===== src/sv/bsm3_pkg.sv =====
package bsm3_pkg;

    localparam int SAMPLE_BITS   = 16;
    localparam int DEF_MAX_WIDTH = 2048;
    localparam int ROWS_MAX      = 4096;

    localparam int ROW_W      = 12;
    localparam int COL_W      = 11;
    localparam int IMG_W_BITS = 12;
    localparam int IMG_H_BITS = 13;
    localparam int CFG_DATA_W = 13;
    localparam int CFG_IDX_W  = 1;

    localparam logic [IMG_W_BITS-1:0] WIDTH_RESET  = IMG_W_BITS'(1025);
    localparam logic [IMG_H_BITS-1:0] HEIGHT_RESET = IMG_H_BITS'(1025);

    localparam int IN_TDATA_W  = 16;
    localparam int OUT_FIELD_W = ROW_W + COL_W + SAMPLE_BITS;
    localparam int OUT_TDATA_W = ((OUT_FIELD_W + 7) / 8) * 8;
    localparam int OUT_PAD_W   = OUT_TDATA_W - OUT_FIELD_W;

    // sum of up to nine samples plus rounding bias
    localparam int SUM_W       = SAMPLE_BITS + 4;
    localparam int CNT_W       = 4;
    localparam int RECIP_SHIFT = SUM_W + 4;
    localparam int RECIP_W     = RECIP_SHIFT + 1;
    localparam int PROD_W      = SUM_W + RECIP_W;

    localparam longint RECIP_ONE = longint'(1) << RECIP_SHIFT;
    localparam logic [RECIP_W-1:0] RECIP_1 = RECIP_W'(RECIP_ONE);
    localparam logic [RECIP_W-1:0] RECIP_2 = RECIP_W'((RECIP_ONE + 1) / 2);
    localparam logic [RECIP_W-1:0] RECIP_3 = RECIP_W'((RECIP_ONE + 2) / 3);
    localparam logic [RECIP_W-1:0] RECIP_4 = RECIP_W'((RECIP_ONE + 3) / 4);
    localparam logic [RECIP_W-1:0] RECIP_6 = RECIP_W'((RECIP_ONE + 5) / 6);
    localparam logic [RECIP_W-1:0] RECIP_9 = RECIP_W'((RECIP_ONE + 8) / 9);

    typedef enum logic [CFG_IDX_W-1:0] {
        REG_IMAGE_WIDTH  = 1'b0,
        REG_IMAGE_HEIGHT = 1'b1
    } cfg_reg_t;

    typedef logic [SAMPLE_BITS-1:0] sample_t;

    typedef struct packed {
        sample_t upper;
        sample_t middle;
    } line_pair_t;

    typedef struct packed {
        logic [ROW_W-1:0] row;
        logic [COL_W-1:0] col;
        logic [SUM_W-1:0] biased_sum;
        logic [CNT_W-1:0] count;
        logic             last;
    } emit_t;

    // ceil(2^RECIP_SHIFT / n) for the neighbour counts that can occur
    function automatic logic [RECIP_W-1:0] recip(input logic [CNT_W-1:0] n);
        logic [RECIP_W-1:0] m;
        case (n)
            CNT_W'(2): m = RECIP_2;
            CNT_W'(3): m = RECIP_3;
            CNT_W'(4): m = RECIP_4;
            CNT_W'(6): m = RECIP_6;
            CNT_W'(9): m = RECIP_9;
            default:   m = RECIP_1;
        endcase
        return m;
    endfunction

endpackage


===== src/sv/bsm3_window.sv =====
module bsm3_window #(
    parameter int COL_BITS = 11
) (
    input  logic                        clk,
    input  logic                        rst_n,
    input  logic                        load,
    input  logic [bsm3_pkg::ROW_W-1:0]  in_row,
    input  logic [COL_BITS-1:0]         in_col,
    input  logic                        in_last_row,
    input  logic                        in_last_col,
    input  bsm3_pkg::line_pair_t        in_lines,
    input  bsm3_pkg::sample_t           in_sample,
    output logic                        take,
    output logic                        emit_valid,
    output bsm3_pkg::emit_t             emit,
    input  logic                        emit_ready
);
    import bsm3_pkg::*;

    sample_t          win_reg [9];
    logic [3:0]       pending_reg;
    logic [3:0]       pending_next;
    logic [ROW_W-1:0] row_reg;
    logic [COL_BITS-1:0] col_reg;
    logic             r_ge1_reg;
    logic             r_ge2_reg;
    logic             c_ge1_reg;
    logic             c_ge2_reg;
    logic             emit_valid_reg;
    emit_t            emit_reg;
    emit_t            emit_next;

    logic             s3_free;
    logic             issue;
    logic [1:0]       idx;
    logic [2:0]       rows_ok;
    logic [2:0]       cols_ok;
    logic [SUM_W-1:0] sum;
    logic [CNT_W-1:0] cnt;
    logic [3:0]       load_mask;

    // pending bits: 0 (r-1,c-1), 1 (r-1,c), 2 (r,c-1), 3 (r,c)
    always_comb
    begin
        idx = 2'd0;
        for (int i = 3; i >= 0; i--)
        begin
            if (pending_reg[i])
            begin
                idx = 2'(i);
            end
        end
    end

    assign s3_free      = !emit_valid_reg || emit_ready;
    assign issue        = (pending_reg != 4'd0) && s3_free;
    assign pending_next = pending_reg & ~(4'b0001 << idx);
    assign take         = (pending_reg == 4'd0) || (issue && (pending_next == 4'd0));

    assign load_mask[0] = (in_row != '0) && (in_col != '0);
    assign load_mask[1] = (in_row != '0) && in_last_col;
    assign load_mask[2] = in_last_row && (in_col != '0);
    assign load_mask[3] = in_last_row && in_last_col;

    always_comb
    begin
        rows_ok = idx[1] ? {1'b1, r_ge1_reg, 1'b0} : {1'b1, 1'b1, r_ge2_reg};
        cols_ok = idx[0] ? {1'b1, c_ge1_reg, 1'b0} : {1'b1, 1'b1, c_ge2_reg};
        sum = '0;
        cnt = '0;
        for (int wr = 0; wr < 3; wr++)
        begin
            for (int wc = 0; wc < 3; wc++)
            begin
                if (rows_ok[wr] && cols_ok[wc])
                begin
                    sum = sum + SUM_W'(win_reg[wr * 3 + wc]);
                    cnt = cnt + CNT_W'(1);
                end
            end
        end
        emit_next.row        = idx[1] ? row_reg : row_reg - ROW_W'(1);
        emit_next.col        = COL_W'(idx[0] ? col_reg : col_reg - COL_BITS'(1));
        emit_next.biased_sum = sum + SUM_W'(cnt >> 1);
        emit_next.count      = cnt;
        emit_next.last       = (idx == 2'd3);
    end

    always_ff @(posedge clk or negedge rst_n)
    begin
        if (!rst_n)
        begin
            pending_reg    <= '0;
            emit_valid_reg <= 1'b0;
            for (int k = 0; k < 9; k++)
            begin
                win_reg[k] <= '0;
            end
        end
        else
        begin
            if (s3_free)
            begin
                emit_valid_reg <= issue;
            end
            if (load)
            begin
                pending_reg <= load_mask;
                for (int k = 0; k < 3; k++)
                begin
                    win_reg[k * 3]     <= win_reg[k * 3 + 1];
                    win_reg[k * 3 + 1] <= win_reg[k * 3 + 2];
                end
                win_reg[2] <= in_lines.upper;
                win_reg[5] <= in_lines.middle;
                win_reg[8] <= in_sample;
            end
            else if (issue)
            begin
                pending_reg <= pending_next;
            end
        end
    end

    always_ff @(posedge clk)
    begin
        if (issue)
        begin
            emit_reg <= emit_next;
        end
        if (load)
        begin
            row_reg   <= in_row;
            col_reg   <= in_col;
            r_ge1_reg <= (in_row != '0);
            r_ge2_reg <= (in_row > ROW_W'(1));
            c_ge1_reg <= (in_col != '0);
            c_ge2_reg <= (in_col > COL_BITS'(1));
        end
    end

    assign emit_valid = emit_valid_reg;
    assign emit       = emit_reg;

endmodule


===== config.mk =====
export PLATFORM = sky130hd
export DESIGN_NAME = bsm3_window
export DESIGN_NICKNAME = d
export VERILOG_FILES = /design/src/sv/bsm3_pkg.sv /design/src/sv/bsm3_window.sv
export SDC_FILE = /design/constraint.sdc
export NUM_CORES = 1
export LEC_CHECK = 0
export BUFFER_PORTS_ARGS = -buffer_cell sky130_fd_sc_hd__buf_2
export CORE_ASPECT_RATIO = 0.6
export CORE_UTILIZATION = 55
export DETAILED_ROUTE_END_ITERATION = 8
export PLACE_DENSITY = 0.74
export SLEW_MARGIN = 20
export SYNTH_ARGS = -nofsm -noshare
export SYNTH_HDL_FRONTEND = slang
export SYNTH_SLANG_ARGS = --single-unit

===== constraint.sdc =====
create_clock -name clk -period 17.8 [get_ports clk]
set_clock_uncertainty 0.05 [all_clocks]
set_input_delay 3.56 -clock clk [delete_from_list [all_inputs] [get_ports clk]]
set_output_delay 3.56 -clock clk [all_outputs]
set_load 0.1 [all_outputs]

[After elaboration in Yosys (flattened, before gate mapping)]
Index checks and enable logic that the tools add are counted.
Storage, ports and cells
  input bits: 77
  output and inout port bits: 50
  register bits: 224
  logic and storage cells: 99
Cells by class
  reductions and logical operators: 24
  mux-type cells: 28
  bitwise logic cells: 2
  eq/ne operators: 1
  order comparisons: 2
  $add $sub $neg: 19
  shift-type cells: 1
Operators with widths (count)
  $add A20 B16 Y20: 8
  $mux W20: 8
  $mux W4: 10
  $add A4 B1 Y4 const B: 8
  $add A20 B3 Y20: 1
  $mux W16: 1
  $gt A12 B1 Y1 const B: 1
  $mux W12: 1
  $mux W2: 6
  $reduce_bool A12 Y1: 1
  $sub A12 B1 Y12 const B: 1
  $gt A11 B1 Y1 const B: 1
  $mux W11: 1
  $reduce_bool A11 Y1: 1
  $sub A11 B1 Y11 const B: 1
  $logic_and A1 B1 Y1: 10
  $logic_not A4 Y1: 2
  $and A4 B4 Y4: 1
  $not A4 Y4: 1
  $reduce_bool A4 Y1: 1
  $shl A1 B2 Y4 const A: 1
  $eq A2 B2 Y1 const B: 1
  $logic_and A1 B1 Y1 const A: 2
  $logic_and A1 B1 Y1 const B: 2
  5 further kinds: 6

[Longest topological paths before layout]
  word-level depth: 24
  gate-level depth with buffers: 69

[Least setup slack after synthesis]
OpenSTA, ideal clock, no wires.
  path kind: reg-to-reg
  start point: register pending_reg[2]
  end point: register emit_reg (netlist bit emit[23]) (data pin)
  stages on the path, launching flop included: 62
  path buffers: 3
  data required time: 17.488 ns
  clock period less this slack: 12.734 ns
  data arrival time: 12.422 ns
  library setup time: 0.262 ns
  slack: 5.066 ns
  path through: dfrtp_1 buf_6 or3_4 a21oi_4 clkbuf_1 clkbuf_1 and2_1 ha_1 a21o_1 maj3_1 maj3_1 a32oi_1 o21ai_0 a21oi_1 xor2_1 nor2_1 ha_1 a21oi_1 [... 26 more ...] ha_1 or2_2 a21oi_1 a21oi_1 a21oi_1 xor2_1 o21ai_0 ha_1 nand3_1 nand2_1 a41o_1 nor2_1 nor4_1 a2111oi_0 and4b_1 xnor3_1 or3_1 xnor2_1
RTL lines
  start: declaration: line bsm3_window.sv:21  | logic [3:0] pending_reg;
  start signal: assignment: line bsm3_window.sv:108  | pending_reg <= load_mask;
  start signal: assignment: line bsm3_window.sv:120  | pending_reg <= pending_next;
  end signal: assignment: line bsm3_window.sv:129  | emit_reg <= emit_next;
  end: declaration: line bsm3_window.sv:30  | emit_t emit_reg;

==> flow_summary.yaml <==
timing:
  grt_setup_unrepaired: "false"
  setup_tns_ns: 0
  slew_violations: 0
  worst_slew_pin_slew_ns: 1.12
  max_clock_freq_mhz: 68.0
  finalHoldViolations: 0
  period_share_pct: 82.6
  slew_headroom_pct: 24.8
  min_period_ns: 14.71
  setup_viol: 0
global_routing:
  grt_usage_pct: 24.6
  grt_start_max_net_pins: 120
  grt_pass1_wl_mm: 61.5
  grt_pass1_vias: 12400
  antenna_found_initial: 1
  grt-ovfl-total: 0
placed_design:
  routabilityCongestion: 0.879
  dp_hpwl_mm: 27.8
  port_buffers: 126
  place_inst: 2186
logic_synthesis:
  synth_area_um2: 16600
  synth-simple-area-share_pct: 14.6
  synth_mux_area_share_pct: 9.94
  yosysSeqAreaShare_pct: 36.1
  synth_top_family_by_area: "compound AO/OA/AOI/OAI gates"
  async_reset_ff_share_pct: 66.5
  synth_cell_types: 89
  ys.warnings.count: 0
  synth_nets: 1940
  avgSynthCellArea_um2: 9.73
  synth_fa_ha_area_share_pct: 12.8
  synth-compound-area-share_pct: 14.9
  synth_edf_count: 75
  synth_seq_cells: 224
  syn_inst: 1703
  synth_flop_cell: "dfrtp_1"
  synth_xor_area_share_pct: 8.93
critical_path:
  critical_path_required_ns: 18.03
  worstPathArrival_ns: 14.94
  cp_max_fo: 22
  reg2reg_depth: 60
  regToRegSetupSlack_ns: 3.09
  critPathKind: "register to register"
  cpPeakStageDelay_ns: 0.83
  cp-end-kind: "register"
  startpoint_type: "register"
  crit_slowest_cell: "a2111oi_0"
  r2r_start: "pending_reg[1]"
  worstReg2RegEnd: "emit[24]"
drt:
  final_antenna_net_count: 0
  drt-vias-per-instance: 5.78
  drtPass1Iterations: 5
  drt_first_iter_violations: 980
  wl_per_cell_um: 16.7
  num_vias: 12900
  wirelength_mm: 37.3
  post-route-drc-count: 0
final_layout:
  drive_above_1_share_pct: 18.9
  largest_reg_flops: 144
  fin_nets: 2048
  syn_to_final_growth_pct: 10.8
  layout_commonest_cell: "nand2_1"
  fillCellCount: 2464
  final_cell_mix: "nand2_1 (159), ha_1 (151), dfrtp_1 (149), mux2_2 (141), buf_2 (124)"
  instances_no_fill: 2229
clocking:
  cts_tree: "built"
  htreeDepth: 1
  cts_made_buffers: 23
  hold_buffers: 0
  clk_pin_slew_ns: 0.07
  cts_root_buffer: "clkbuf_16"
  clk_latency_ns: 0.54
  cts_resized: 0
  post_cts_buffers: 0
  clockBufferDepth: 3
  clkSinkCount: 224
floorplanning:
  rows: 48
  dieArea_um2: 30900
  die-height_um: 136
  die_x_um: 226
  core-area_um2: 29200
  ioPinCount: 127
  start_util_pct: 56.8
job:
  cap_violations: 0
min_path:
  hold_depth: 1
  hold_path_class: "register to register"
  hold_start: "win_reg[136]"
  holdPathEnd: "win_reg[136]"
outcome:
  outcome: "complete, no violations"
[synth_stat cells (16+ instances only)]
library cell | instances | area (µm²)
nand2_1 | 159 | 597
ha_1 | 151 | 1890
dfrtp_1 | 149 | 3730
mux2_2 | 141 | 1590
nor2_1 | 117 | 439
a21oi_1 | 105 | 526
o21ai_0 | 105 | 526
xnor2_1 | 89 | 780
edfxtp_1 | 75 | 2250
xor2_1 | 68 | 596
inv_1 | 66 | 248
clkbuf_1 | 46 | 173
nand3_1 | 42 | 210
nor3_1 | 35 | 175
a21o_1 | 28 | 210
nand2b_1 | 25 | 156
and2_1 | 23 | 144
o21a_1 | 23 | 173
nor2b_1 | 21 | 131
a31oi_1 | 17 | 106
nor4_1 | 16 | 100
[worst max-delay path: cells and delay by family (launching register included)]
kind | cells | cell delay (ns)
AND/OR/NAND/NOR | 17 | 3.37
flip-flops | 1 | 0.52
XOR/XNOR | 9 | 1.48
AO/OA/AOI/OAI | 22 | 5.48
adder cells (fa/ha/maj) | 10 | 3.42
buffers and inverters | 2 | 0.14
[layer usage]
layer	vias up	track usage [%]	share of wire [%]
li1	6362	-	-
met5	-	0	0.035
met2	326	37.8	44
met1	6145	36.0	49
met4	2	4.50	1.4
met3	42	4.78	5.9
[final cells by class]
class / count / area [µm²] / share of cell area [%]
sequential: 224 / 5980 / 32.6
multi-input combinational: 1361 / 10100 / 55.2
timing repair buffer: 134 / 703 / 3.83
tap: 400 / 500 / 2.73
antenna: 1 / 2.50 / 0.0136
clock buffer: 36 / 699 / 3.81
clock inverter: 6 / 83.8 / 0.456
inverter: 67 / 251 / 1.37
[cells by family after synthesis]
kind of cell | count (synthesis)
compound gates | 385
xor+xnor | 162
fa+ha+maj | 165
buf+inv | 118
flops | 224
mux | 147
simple gates | 502
[stage by stage]
stage,util [%],setup WS [ns],hold slack [ns],cell area (µm²)
detailed placement,60.2,3.39,0.446,17600
global route,62.9,1.98,0.472,18400
CTS,62.9,3.30,0.461,18400
finish,62.9,3.09,0.453,18400
floorplan,-,5.07,0.422,16600
global placement,60.2,3.96,0.431,17600
[how the worst max path moves through the flow]
| stage | slack, ns | endpoint | depth (start not counted) | startpoint |
|---|---|---|---|---|
| floorplan | 5.07 | emit[23] | 61 | pending_reg[2] |
| global placement | 3.96 | emit[23] | 59 | pending_reg[1] |
| finish | 3.09 | emit[24] | 60 | pending_reg[1] |
| global route | 1.98 | emit[24] | 60 | pending_reg[1] |
| CTS | 3.30 | emit[24] | 60 | pending_reg[1] |
| detailed placement | 3.39 | emit[24] | 60 | pending_reg[1] |
Power is left out: the tool's default activity adds up to more than one toggle a clock period on the data nets, which glitch-free logic cannot reach.
