`config.mk`:
```
export PLATFORM = sky130hd
export DESIGN_NAME = bsm3_divide
export DESIGN_NICKNAME = d
export VERILOG_FILES = /design/src/sv/bsm3_pkg.sv /design/src/sv/bsm3_divide.sv
export SDC_FILE = /design/constraint.sdc
export NUM_CORES = 1
export LEC_CHECK = 0
export BUFFER_PORTS_ARGS = -buffer_cell sky130_fd_sc_hd__buf_2
export CAP_MARGIN = 20
export CORE_MARGIN = 10
export CORE_UTILIZATION = 50
export DETAILED_ROUTE_END_ITERATION = 6
export PLACE_DENSITY = 0.68
export SYNTH_ARGS = -nofsm -noshare
export SYNTH_HDL_FRONTEND = slang
export SYNTH_SLANG_ARGS = --single-unit
```
`constraint.sdc`:
```
create_clock -name clk -period 2.4 [get_ports clk]
set_input_delay 0.24 -clock clk [delete_from_list [all_inputs] [get_ports clk]]
set_output_delay 0.24 -clock clk [all_outputs]
set_load 0.03 [all_outputs]
```
`src/sv/bsm3_pkg.sv`:
```
package bsm3_pkg;

    localparam int SAMPLE_BITS   = 16;
    localparam int DEF_MAX_WIDTH = 2048;
    localparam int ROWS_MAX      = 4096;

    localparam int ROW_W      = 12;
    localparam int COL_W      = 11;
    localparam int IMG_W_BITS = 12;
    localparam int IMG_H_BITS = 13;
    localparam int CFG_DATA_W = 13;
    localparam int CFG_IDX_W  = 1;

    localparam logic [IMG_W_BITS-1:0] WIDTH_RESET  = IMG_W_BITS'(1025);
    localparam logic [IMG_H_BITS-1:0] HEIGHT_RESET = IMG_H_BITS'(1025);

    localparam int IN_TDATA_W  = 16;
    localparam int OUT_FIELD_W = ROW_W + COL_W + SAMPLE_BITS;
    localparam int OUT_TDATA_W = ((OUT_FIELD_W + 7) / 8) * 8;
    localparam int OUT_PAD_W   = OUT_TDATA_W - OUT_FIELD_W;

    // sum of up to nine samples plus rounding bias
    localparam int SUM_W       = SAMPLE_BITS + 4;
    localparam int CNT_W       = 4;
    localparam int RECIP_SHIFT = SUM_W + 4;
    localparam int RECIP_W     = RECIP_SHIFT + 1;
    localparam int PROD_W      = SUM_W + RECIP_W;

    localparam longint RECIP_ONE = longint'(1) << RECIP_SHIFT;
    localparam logic [RECIP_W-1:0] RECIP_1 = RECIP_W'(RECIP_ONE);
    localparam logic [RECIP_W-1:0] RECIP_2 = RECIP_W'((RECIP_ONE + 1) / 2);
    localparam logic [RECIP_W-1:0] RECIP_3 = RECIP_W'((RECIP_ONE + 2) / 3);
    localparam logic [RECIP_W-1:0] RECIP_4 = RECIP_W'((RECIP_ONE + 3) / 4);
    localparam logic [RECIP_W-1:0] RECIP_6 = RECIP_W'((RECIP_ONE + 5) / 6);
    localparam logic [RECIP_W-1:0] RECIP_9 = RECIP_W'((RECIP_ONE + 8) / 9);

    typedef enum logic [CFG_IDX_W-1:0] {
        REG_IMAGE_WIDTH  = 1'b0,
        REG_IMAGE_HEIGHT = 1'b1
    } cfg_reg_t;

    typedef logic [SAMPLE_BITS-1:0] sample_t;

    typedef struct packed {
        sample_t upper;
        sample_t middle;
    } line_pair_t;

    typedef struct packed {
        logic [ROW_W-1:0] row;
        logic [COL_W-1:0] col;
        logic [SUM_W-1:0] biased_sum;
        logic [CNT_W-1:0] count;
        logic             last;
    } emit_t;

    // ceil(2^RECIP_SHIFT / n) for the neighbour counts that can occur
    function automatic logic [RECIP_W-1:0] recip(input logic [CNT_W-1:0] n);
        logic [RECIP_W-1:0] m;
        case (n)
            CNT_W'(2): m = RECIP_2;
            CNT_W'(3): m = RECIP_3;
            CNT_W'(4): m = RECIP_4;
            CNT_W'(6): m = RECIP_6;
            CNT_W'(9): m = RECIP_9;
            default:   m = RECIP_1;
        endcase
        return m;
    endfunction

endpackage

```
`src/sv/bsm3_divide.sv`:
```
module bsm3_divide (
    input  logic                              clk,
    input  logic                              rst_n,
    input  logic                              emit_valid,
    input  bsm3_pkg::emit_t                   emit,
    output logic                              emit_ready,
    output logic                              m_axis_tvalid,
    input  logic                              m_axis_tready,
    output logic [bsm3_pkg::OUT_TDATA_W-1:0]  m_axis_tdata,
    output logic                              m_axis_tlast
);
    import bsm3_pkg::*;

    logic [PROD_W-1:0]      product;
    logic                   q_valid_reg;
    logic [ROW_W-1:0]       q_row_reg;
    logic [COL_W-1:0]       q_col_reg;
    sample_t                q_mean_reg;
    logic                   q_last_reg;
    logic                   out_valid_reg;
    logic [OUT_TDATA_W-1:0] out_data_reg;
    logic                   out_last_reg;
    logic                   out_free;
    logic                   q_free;

    // exact for every biased sum that fits SUM_W
    assign product    = PROD_W'(emit.biased_sum) * PROD_W'(recip(emit.count));
    assign out_free   = !out_valid_reg || m_axis_tready;
    assign q_free     = !q_valid_reg || out_free;
    assign emit_ready = q_free;

    always_ff @(posedge clk or negedge rst_n)
    begin
        if (!rst_n)
        begin
            q_valid_reg   <= 1'b0;
            out_valid_reg <= 1'b0;
        end
        else
        begin
            if (q_free)
            begin
                q_valid_reg <= emit_valid;
            end
            if (out_free)
            begin
                out_valid_reg <= q_valid_reg;
            end
        end
    end

    always_ff @(posedge clk)
    begin
        if (q_free && emit_valid)
        begin
            q_row_reg  <= emit.row;
            q_col_reg  <= emit.col;
            q_mean_reg <= product[RECIP_SHIFT +: SAMPLE_BITS];
            q_last_reg <= emit.last;
        end
        if (out_free && q_valid_reg)
        begin
            out_data_reg <= {{OUT_PAD_W{1'b0}}, q_mean_reg, q_col_reg, q_row_reg};
            out_last_reg <= q_last_reg;
        end
    end

    assign m_axis_tvalid = out_valid_reg;
    assign m_axis_tdata  = out_data_reg;
    assign m_axis_tlast  = out_last_reg;

endmodule
```
# ---- Word level (Yosys, flattened, before mapping)
# Cells that the tools add are included.
# W data, S select, Z words.
dict set report word_totals {
  ff_bits 82
  latch_bits 0
  mem_bits_rw 0
  romBits 0
  in_bits 52
  out_inout_bits 43
  wordCells 21
  mem_count 0
}
dict set report classes {
  addsub 0
  mul 1
  n_div 0
  n_lt_le_gt_ge 0
  n_eq_ne 5
  shifts 0
  muxes 1
  bitwise 0
  n_reduce_logical 6
}
# operator n
set op_table {}
lappend op_table {{$pmux W25 S5} 1}
lappend op_table {{$mul A20 B25 Y40} 1}
lappend op_table {{$eq A4 B2 Y1 const B} 2}
lappend op_table {{$eq A4 B3 Y1 const B} 2}
lappend op_table {{$eq A4 B4 Y1 const B} 1}
lappend op_table {{$logic_and A1 B1 Y1} 2}
lappend op_table {{$logic_not A1 Y1} 2}
lappend op_table {{$logic_or A1 B1 Y1} 2}

# ---- Longest topological paths before layout
dict set report depth {
  depth_word 4
  ltp_mapped 27
  mapped_depth_nobuf 26
}

# ---- Worst setup path before layout
# No wires, ideal clock.
dict set report synth_path {
  path_kind {input to register}
  startpoint {in emit[4] in the netlist's numbering}
  endpoint {reg q_mean_reg[15] (data pin)}
  setup_ns 0.254
  arrival_time_ns 7.210
  required_time_ns 2.146
  path_slack_ns -5.064
  cell_stages 25
  path_buffers 2
  cell_sequence {nand2b_1 a21oi_1 clkbuf_1 clkbuf_1 nand2_1 fa_1 fa_1 inv_1 fa_1 inv_1 fa_1 inv_1 fa_1 fa_1 inv_1 fa_1 inv_1 ha_1 and4_1 a2111o_1 or4_4 a211o_1 a21oi_2 o21bai_1 a21bo_1}
}
dict set report synth_between {
  elab_chain_len 3
  elab_cells_between_ends 7
  cone_classes {1 x mul; 5 x eq/ne; 1 x mux}
}
# element line
set synth_rtl {}
lappend synth_rtl {{start, declared} bsm3_divide.sv:5} ;# input bsm3_pkg::emit_t emit,
lappend synth_rtl {{$eq A4 B4 Y1 (tied with other cells)} bsm3_pkg.sv:60} ;# case (n)
lappend synth_rtl {{$pmux W25 S5 *} bsm3_pkg.sv:60}
lappend synth_rtl {{$mul A20 B25 Y40 *} bsm3_divide.sv:27} ;# assign product = PROD_W'(emit.biased_sum) * PROD_W'(recip(emit.count));
lappend synth_rtl {{named net product[39]} bsm3_divide.sv:14} ;# logic [PROD_W-1:0] product;
lappend synth_rtl {{end signal, assigned} bsm3_divide.sv:58} ;# q_mean_reg <= product[RECIP_SHIFT +: SAMPLE_BITS];
lappend synth_rtl {{end, declared} bsm3_divide.sv:18} ;# sample_t q_mean_reg;
# Mark *: on every way through the listed nets, which the timed path passes. The rest lies on a longest branch.
# A chain may end at the register's enable or synchronous reset.

# ---- Worst setup path in the final report
dict set report layout_path {
  startpoint {in emit[2] in the netlist's numbering}
  endpoint {reg q_mean_reg[15] (data pin)}
}
# Same word-level chain as after synthesis.

==> run_summary.xml <==
<?xml version="1.0" encoding="UTF-8"?>
<metrics>
  <group name="clocking">
    <metric name="clk_root_buffer_cell" unit="">clkbuf_16</metric>
    <metric name="cts_tree" unit="">yes</metric>
    <metric name="insertion_delay" unit="ns">0.33</metric>
    <metric name="cts.htree.levels" unit="">3</metric>
    <metric name="clk_transition_reported_paths" unit="ns">0.06</metric>
    <metric name="clock_sink_count" unit="">82</metric>
    <metric name="clock_tree.buffer_depth" unit="">2</metric>
    <metric name="cts-buffers-inserted" unit="">9</metric>
  </group>
  <group name="pwr">
    <metric name="report.power.total" unit="mW">9.46</metric>
    <metric name="total_leakage_power" unit="nW">9.23</metric>
    <metric name="share_seq_of_total_power" unit="%">21.7</metric>
    <metric name="power.density_cell_area" unit="nW/um^2">539</metric>
    <metric name="power.share.combinational" unit="%">64.2</metric>
    <metric name="swShare" unit="%">39.6</metric>
    <metric name="internal_power" unit="mW">5.71</metric>
    <metric name="switching_power" unit="mW">3.74</metric>
    <metric name="vdd.ir_drop.worst" unit="V">0.000411</metric>
    <metric name="clkPwrFrac" unit="%">14.1</metric>
  </group>
  <group name="synthesis">
    <metric name="synth_top_family_by_area" unit="">adder cells</metric>
    <metric name="synthesis.instances" unit="">1244</metric>
    <metric name="synth-main-ff-cell" unit="">edfxtp_1</metric>
    <metric name="synth_simple_gate_area_share" unit="%">8.01</metric>
    <metric name="synth_edf_count" unit="">80</metric>
    <metric name="avgSynthCellArea" unit="sq um">10.9</metric>
    <metric name="yosysMostFrequentCell" unit="">inv_1</metric>
    <metric name="synth_compound_gate_area_share" unit="%">4.17</metric>
    <metric name="post_synth_instance_area" unit="sq um">13500</metric>
    <metric name="yosys-mux-area-fraction" unit="%">0</metric>
    <metric name="post_synth_xor_area_fraction" unit="%">1.78</metric>
    <metric name="synth_top_area_share" unit="%">44.5</metric>
    <metric name="synth_cell_type_count" unit="">51</metric>
    <metric name="yosys-top-cells-count" unit="">inv_1, fa_1, ha_1</metric>
    <metric name="synth_seq_area_share" unit="%">18.1</metric>
    <metric name="post_synth_fa_ha_maj_area_fraction" unit="%">56.7</metric>
    <metric name="synth_fp_nets" unit="">1729</metric>
    <metric name="yosys_register_bits" unit="">82</metric>
    <metric name="yosys.area.top_type" unit="">fa_1</metric>
    <metric name="synth_area_leaders" unit="">fa_1, edfxtp_1, ha_1, inv_1, and2_1</metric>
    <metric name="asyncSetResetFlopFracSynth" unit="%">2.44</metric>
    <metric name="yosysWarnings" unit="">0</metric>
  </group>
  <group name="detailed_routing">
    <metric name="ant_nets" unit="">0</metric>
    <metric name="detail_route.wirelength" unit="microns">36900</metric>
    <metric name="detail_route.first_pass.iterations" unit="">4</metric>
    <metric name="routedWlPerCell" unit="microns">18.7</metric>
    <metric name="route.vias.total" unit="">9661</metric>
    <metric name="first_iter_violations" unit="">446</metric>
    <metric name="via_per_inst" unit="">4.91</metric>
    <metric name="drt_drc_violations_left" unit="">0</metric>
  </group>
  <group name="global_route">
    <metric name="grt_antenna_before_repair" unit="">2</metric>
    <metric name="grt_util_all_layers" unit="%">22.0</metric>
    <metric name="grt_max_degree" unit="">41</metric>
    <metric name="grt_pass1_wl" unit="microns">57100</metric>
    <metric name="grt_pass1_vias" unit="">10600</metric>
    <metric name="grt_overflow_total" unit="">0</metric>
  </group>
  <group name="sta">
    <metric name="final_max_slew_viols" unit="">0</metric>
    <metric name="fin_crit_share" unit="%">287</metric>
    <metric name="final_hold_slack" unit="ns">0.0831</metric>
    <metric name="finalSetupViolations" unit="">16</metric>
    <metric name="finalSetupTns" unit="ns">-69.27</metric>
    <metric name="finalHoldViolations" unit="">0</metric>
    <metric name="max_freq" unit="MHz">145</metric>
    <metric name="finalWorstPathRequiredPeriod" unit="ns">6.89</metric>
    <metric name="setup_slack" unit="ns">-4.49</metric>
    <metric name="rsz0062_at_grt" unit="">yes</metric>
    <metric name="final.setup_skew" unit="ns">0.00355</metric>
  </group>
  <group name="min_path">
    <metric name="worst_hold_path_type" unit="">in -&gt; reg</metric>
  </group>
  <group name="critical_path">
    <metric name="crit_path_max_incr_delay" unit="ns">0.56</metric>
    <metric name="critical-path-top-cell-by-count" unit="">fa_1</metric>
    <metric name="critical_path.startpoint_type" unit="">input pin</metric>
    <metric name="critPathTopFamily" unit="">adder cells</metric>
    <metric name="crit_buf_inv" unit="">7</metric>
    <metric name="critical_path_required" unit="ns">2.48</metric>
    <metric name="critical_path_arrival" unit="ns">6.97</metric>
    <metric name="cpMaxStageDelayCell" unit="">fa_1</metric>
    <metric name="criticalPathCategory" unit="">in -&gt; reg</metric>
    <metric name="timing.critical_path.to_type" unit="">register</metric>
    <metric name="cp_max_fo" unit="">6</metric>
  </group>
  <group name="layout">
    <metric name="final_core_util" unit="%">65.4</metric>
    <metric name="num_antenna_cells" unit="">0</metric>
    <metric name="layoutNonFillerInstCount" unit="">1967</metric>
    <metric name="drive_above_1_share" unit="%">33.9</metric>
    <metric name="nNetsFinal" unit="">2106</metric>
    <metric name="synthToLayoutAreaGrowth" unit="%">29.6</metric>
    <metric name="layout.cell_area.non_filler" unit="sq um">17500</metric>
    <metric name="largest_reg_flops" unit="">39</metric>
  </group>
  <group name="placed_design">
    <metric name="setup_slack_after_placement" unit="ns">-5.13</metric>
    <metric name="place.port_buffers" unit="">93</metric>
    <metric name="dpl_cell_area" unit="sq um">16400</metric>
    <metric name="weighted_congestion_reported_at_the_end_of_routability_driven_placement" unit="">1.03</metric>
    <metric name="numPlacedInstances" unit="">1913</metric>
    <metric name="place_hpwl" unit="microns">32500</metric>
  </group>
  <group name="die">
    <metric name="fp.dieArea" unit="sq um">34100</metric>
    <metric name="floorplan.io_pins" unit="">95</metric>
    <metric name="initial_utilization" unit="%">50.5</metric>
    <metric name="num_rows" unit="">60</metric>
    <metric name="chipWidth" unit="microns">185</metric>
    <metric name="placeableCoreArea" unit="sq um">26800</metric>
    <metric name="die_height" unit="microns">185</metric>
  </group>
  <group name="outcome">
    <metric name="violations" unit="">negative setup slack</metric>
    <metric name="status" unit="">finished, violations left</metric>
  </group>
  <group name="flow_run">
    <metric name="drv.max_cap_violation_count" unit="">0</metric>
  </group>
</metrics>
layer usage:
layer	global-route usage [%]	share of wire, %
met1	28.9	43
met2	35.4	46
met3	6.16	8.6
met4	5.28	2.1
met5	0	0.10
final timing paths:
path                                    start         endpoint  slack [ns]  cells past startpoint
max in group asynchronous               rst_n      q_valid_reg        2.07                      2
worst max-delay path                  emit[2]   q_mean_reg[15]       -4.49                     26
worst min-delay path                 emit[31]     q_col_reg[6]        0.08                      1
min in group asynchronous               rst_n    m_axis_tvalid        0.24                      2
worst min register to register   q_row_reg[3]  m_axis_tdata[3]        0.41                      0
worst max register to register  m_axis_tvalid   q_mean_reg[14]        0.94                      3
cells in the final DEF (no fill, tap or decap), types with 4 or more instances in the layout:
master     synthesis  final
a21oi_2            2      9
nand4_1            5      5
and2_4             0     11
buf_6              0     15
a21o_1            10     10
xor2_1            10      9
ha_4               0     12
fa_2               0     33
o21ai_1            3      4
fa_1             301    268
inv_2              0     32
nand2_1           99     82
and2_1            66     53
ha_1             132    119
o21a_1             4      4
buf_2              0     89
nand2b_4           0      4
a21oi_1           26     17
clkbuf_16          0     10
inv_1            382    349
nand2b_1           8      4
o21ai_0           16     12
edfxtp_1          80     80
nand2_4            0      6
nor2_1            12      9
xnor2_1           15     12
nand2_2            0     11
buf_4              1    275
power groups by stage:
stage / sequential, mW / combinational [mW] / clock [mW]
2_1_floorplan: 2.27 / 3.29 / 0
3_3_place_gp: 2.07 / 5.29 / 0
3_5_place_dp: 2.08 / 5.45 / 0
4_1_cts: 2.06 / 5.71 / 1.37
5_1_grt: 2.08 / 6.80 / 1.41
6_report: 2.06 / 6.07 / 1.33
worst register-to-register path: stages, from the launching register on:
cell and delay, ns:
dfrtp_1 0.40, nand3b_1 0.13, and2_2 0.15, buf_4 0.41
layout make-up:
| type | count | area (sq um) |
|---|---|---|
| timing repair buffer | 386 | 2800 |
| clock inverter | 7 | 76.3 |
| fill | 2075 | 9260 |
| tap | 341 | 427 |
| sequential | 82 | 2450 |
| inverter | 382 | 1440 |
| clock buffer | 9 | 225 |
| multi-input combinational | 760 | 10100 |
what timing repair did:
item,CTS,global route
setup endpoints to repair,16,16
resized for setup,83,72
endpoints found under the hold margin,2,0
pin swaps,42,41
buffers inserted,20,16
hold buffers,1,0
cloned,3,1
logic make-up after synthesis:
logic type               count (synthesis)
AO/OA/AOI/OAI                           85
XOR/XNOR                                26
adder cells (fa/ha/maj)                433
buffers and inverters                  402
flip-flops                              82
other                                    1
AND/OR/NAND/NOR                        215
(Power assumes the default switching activity.)
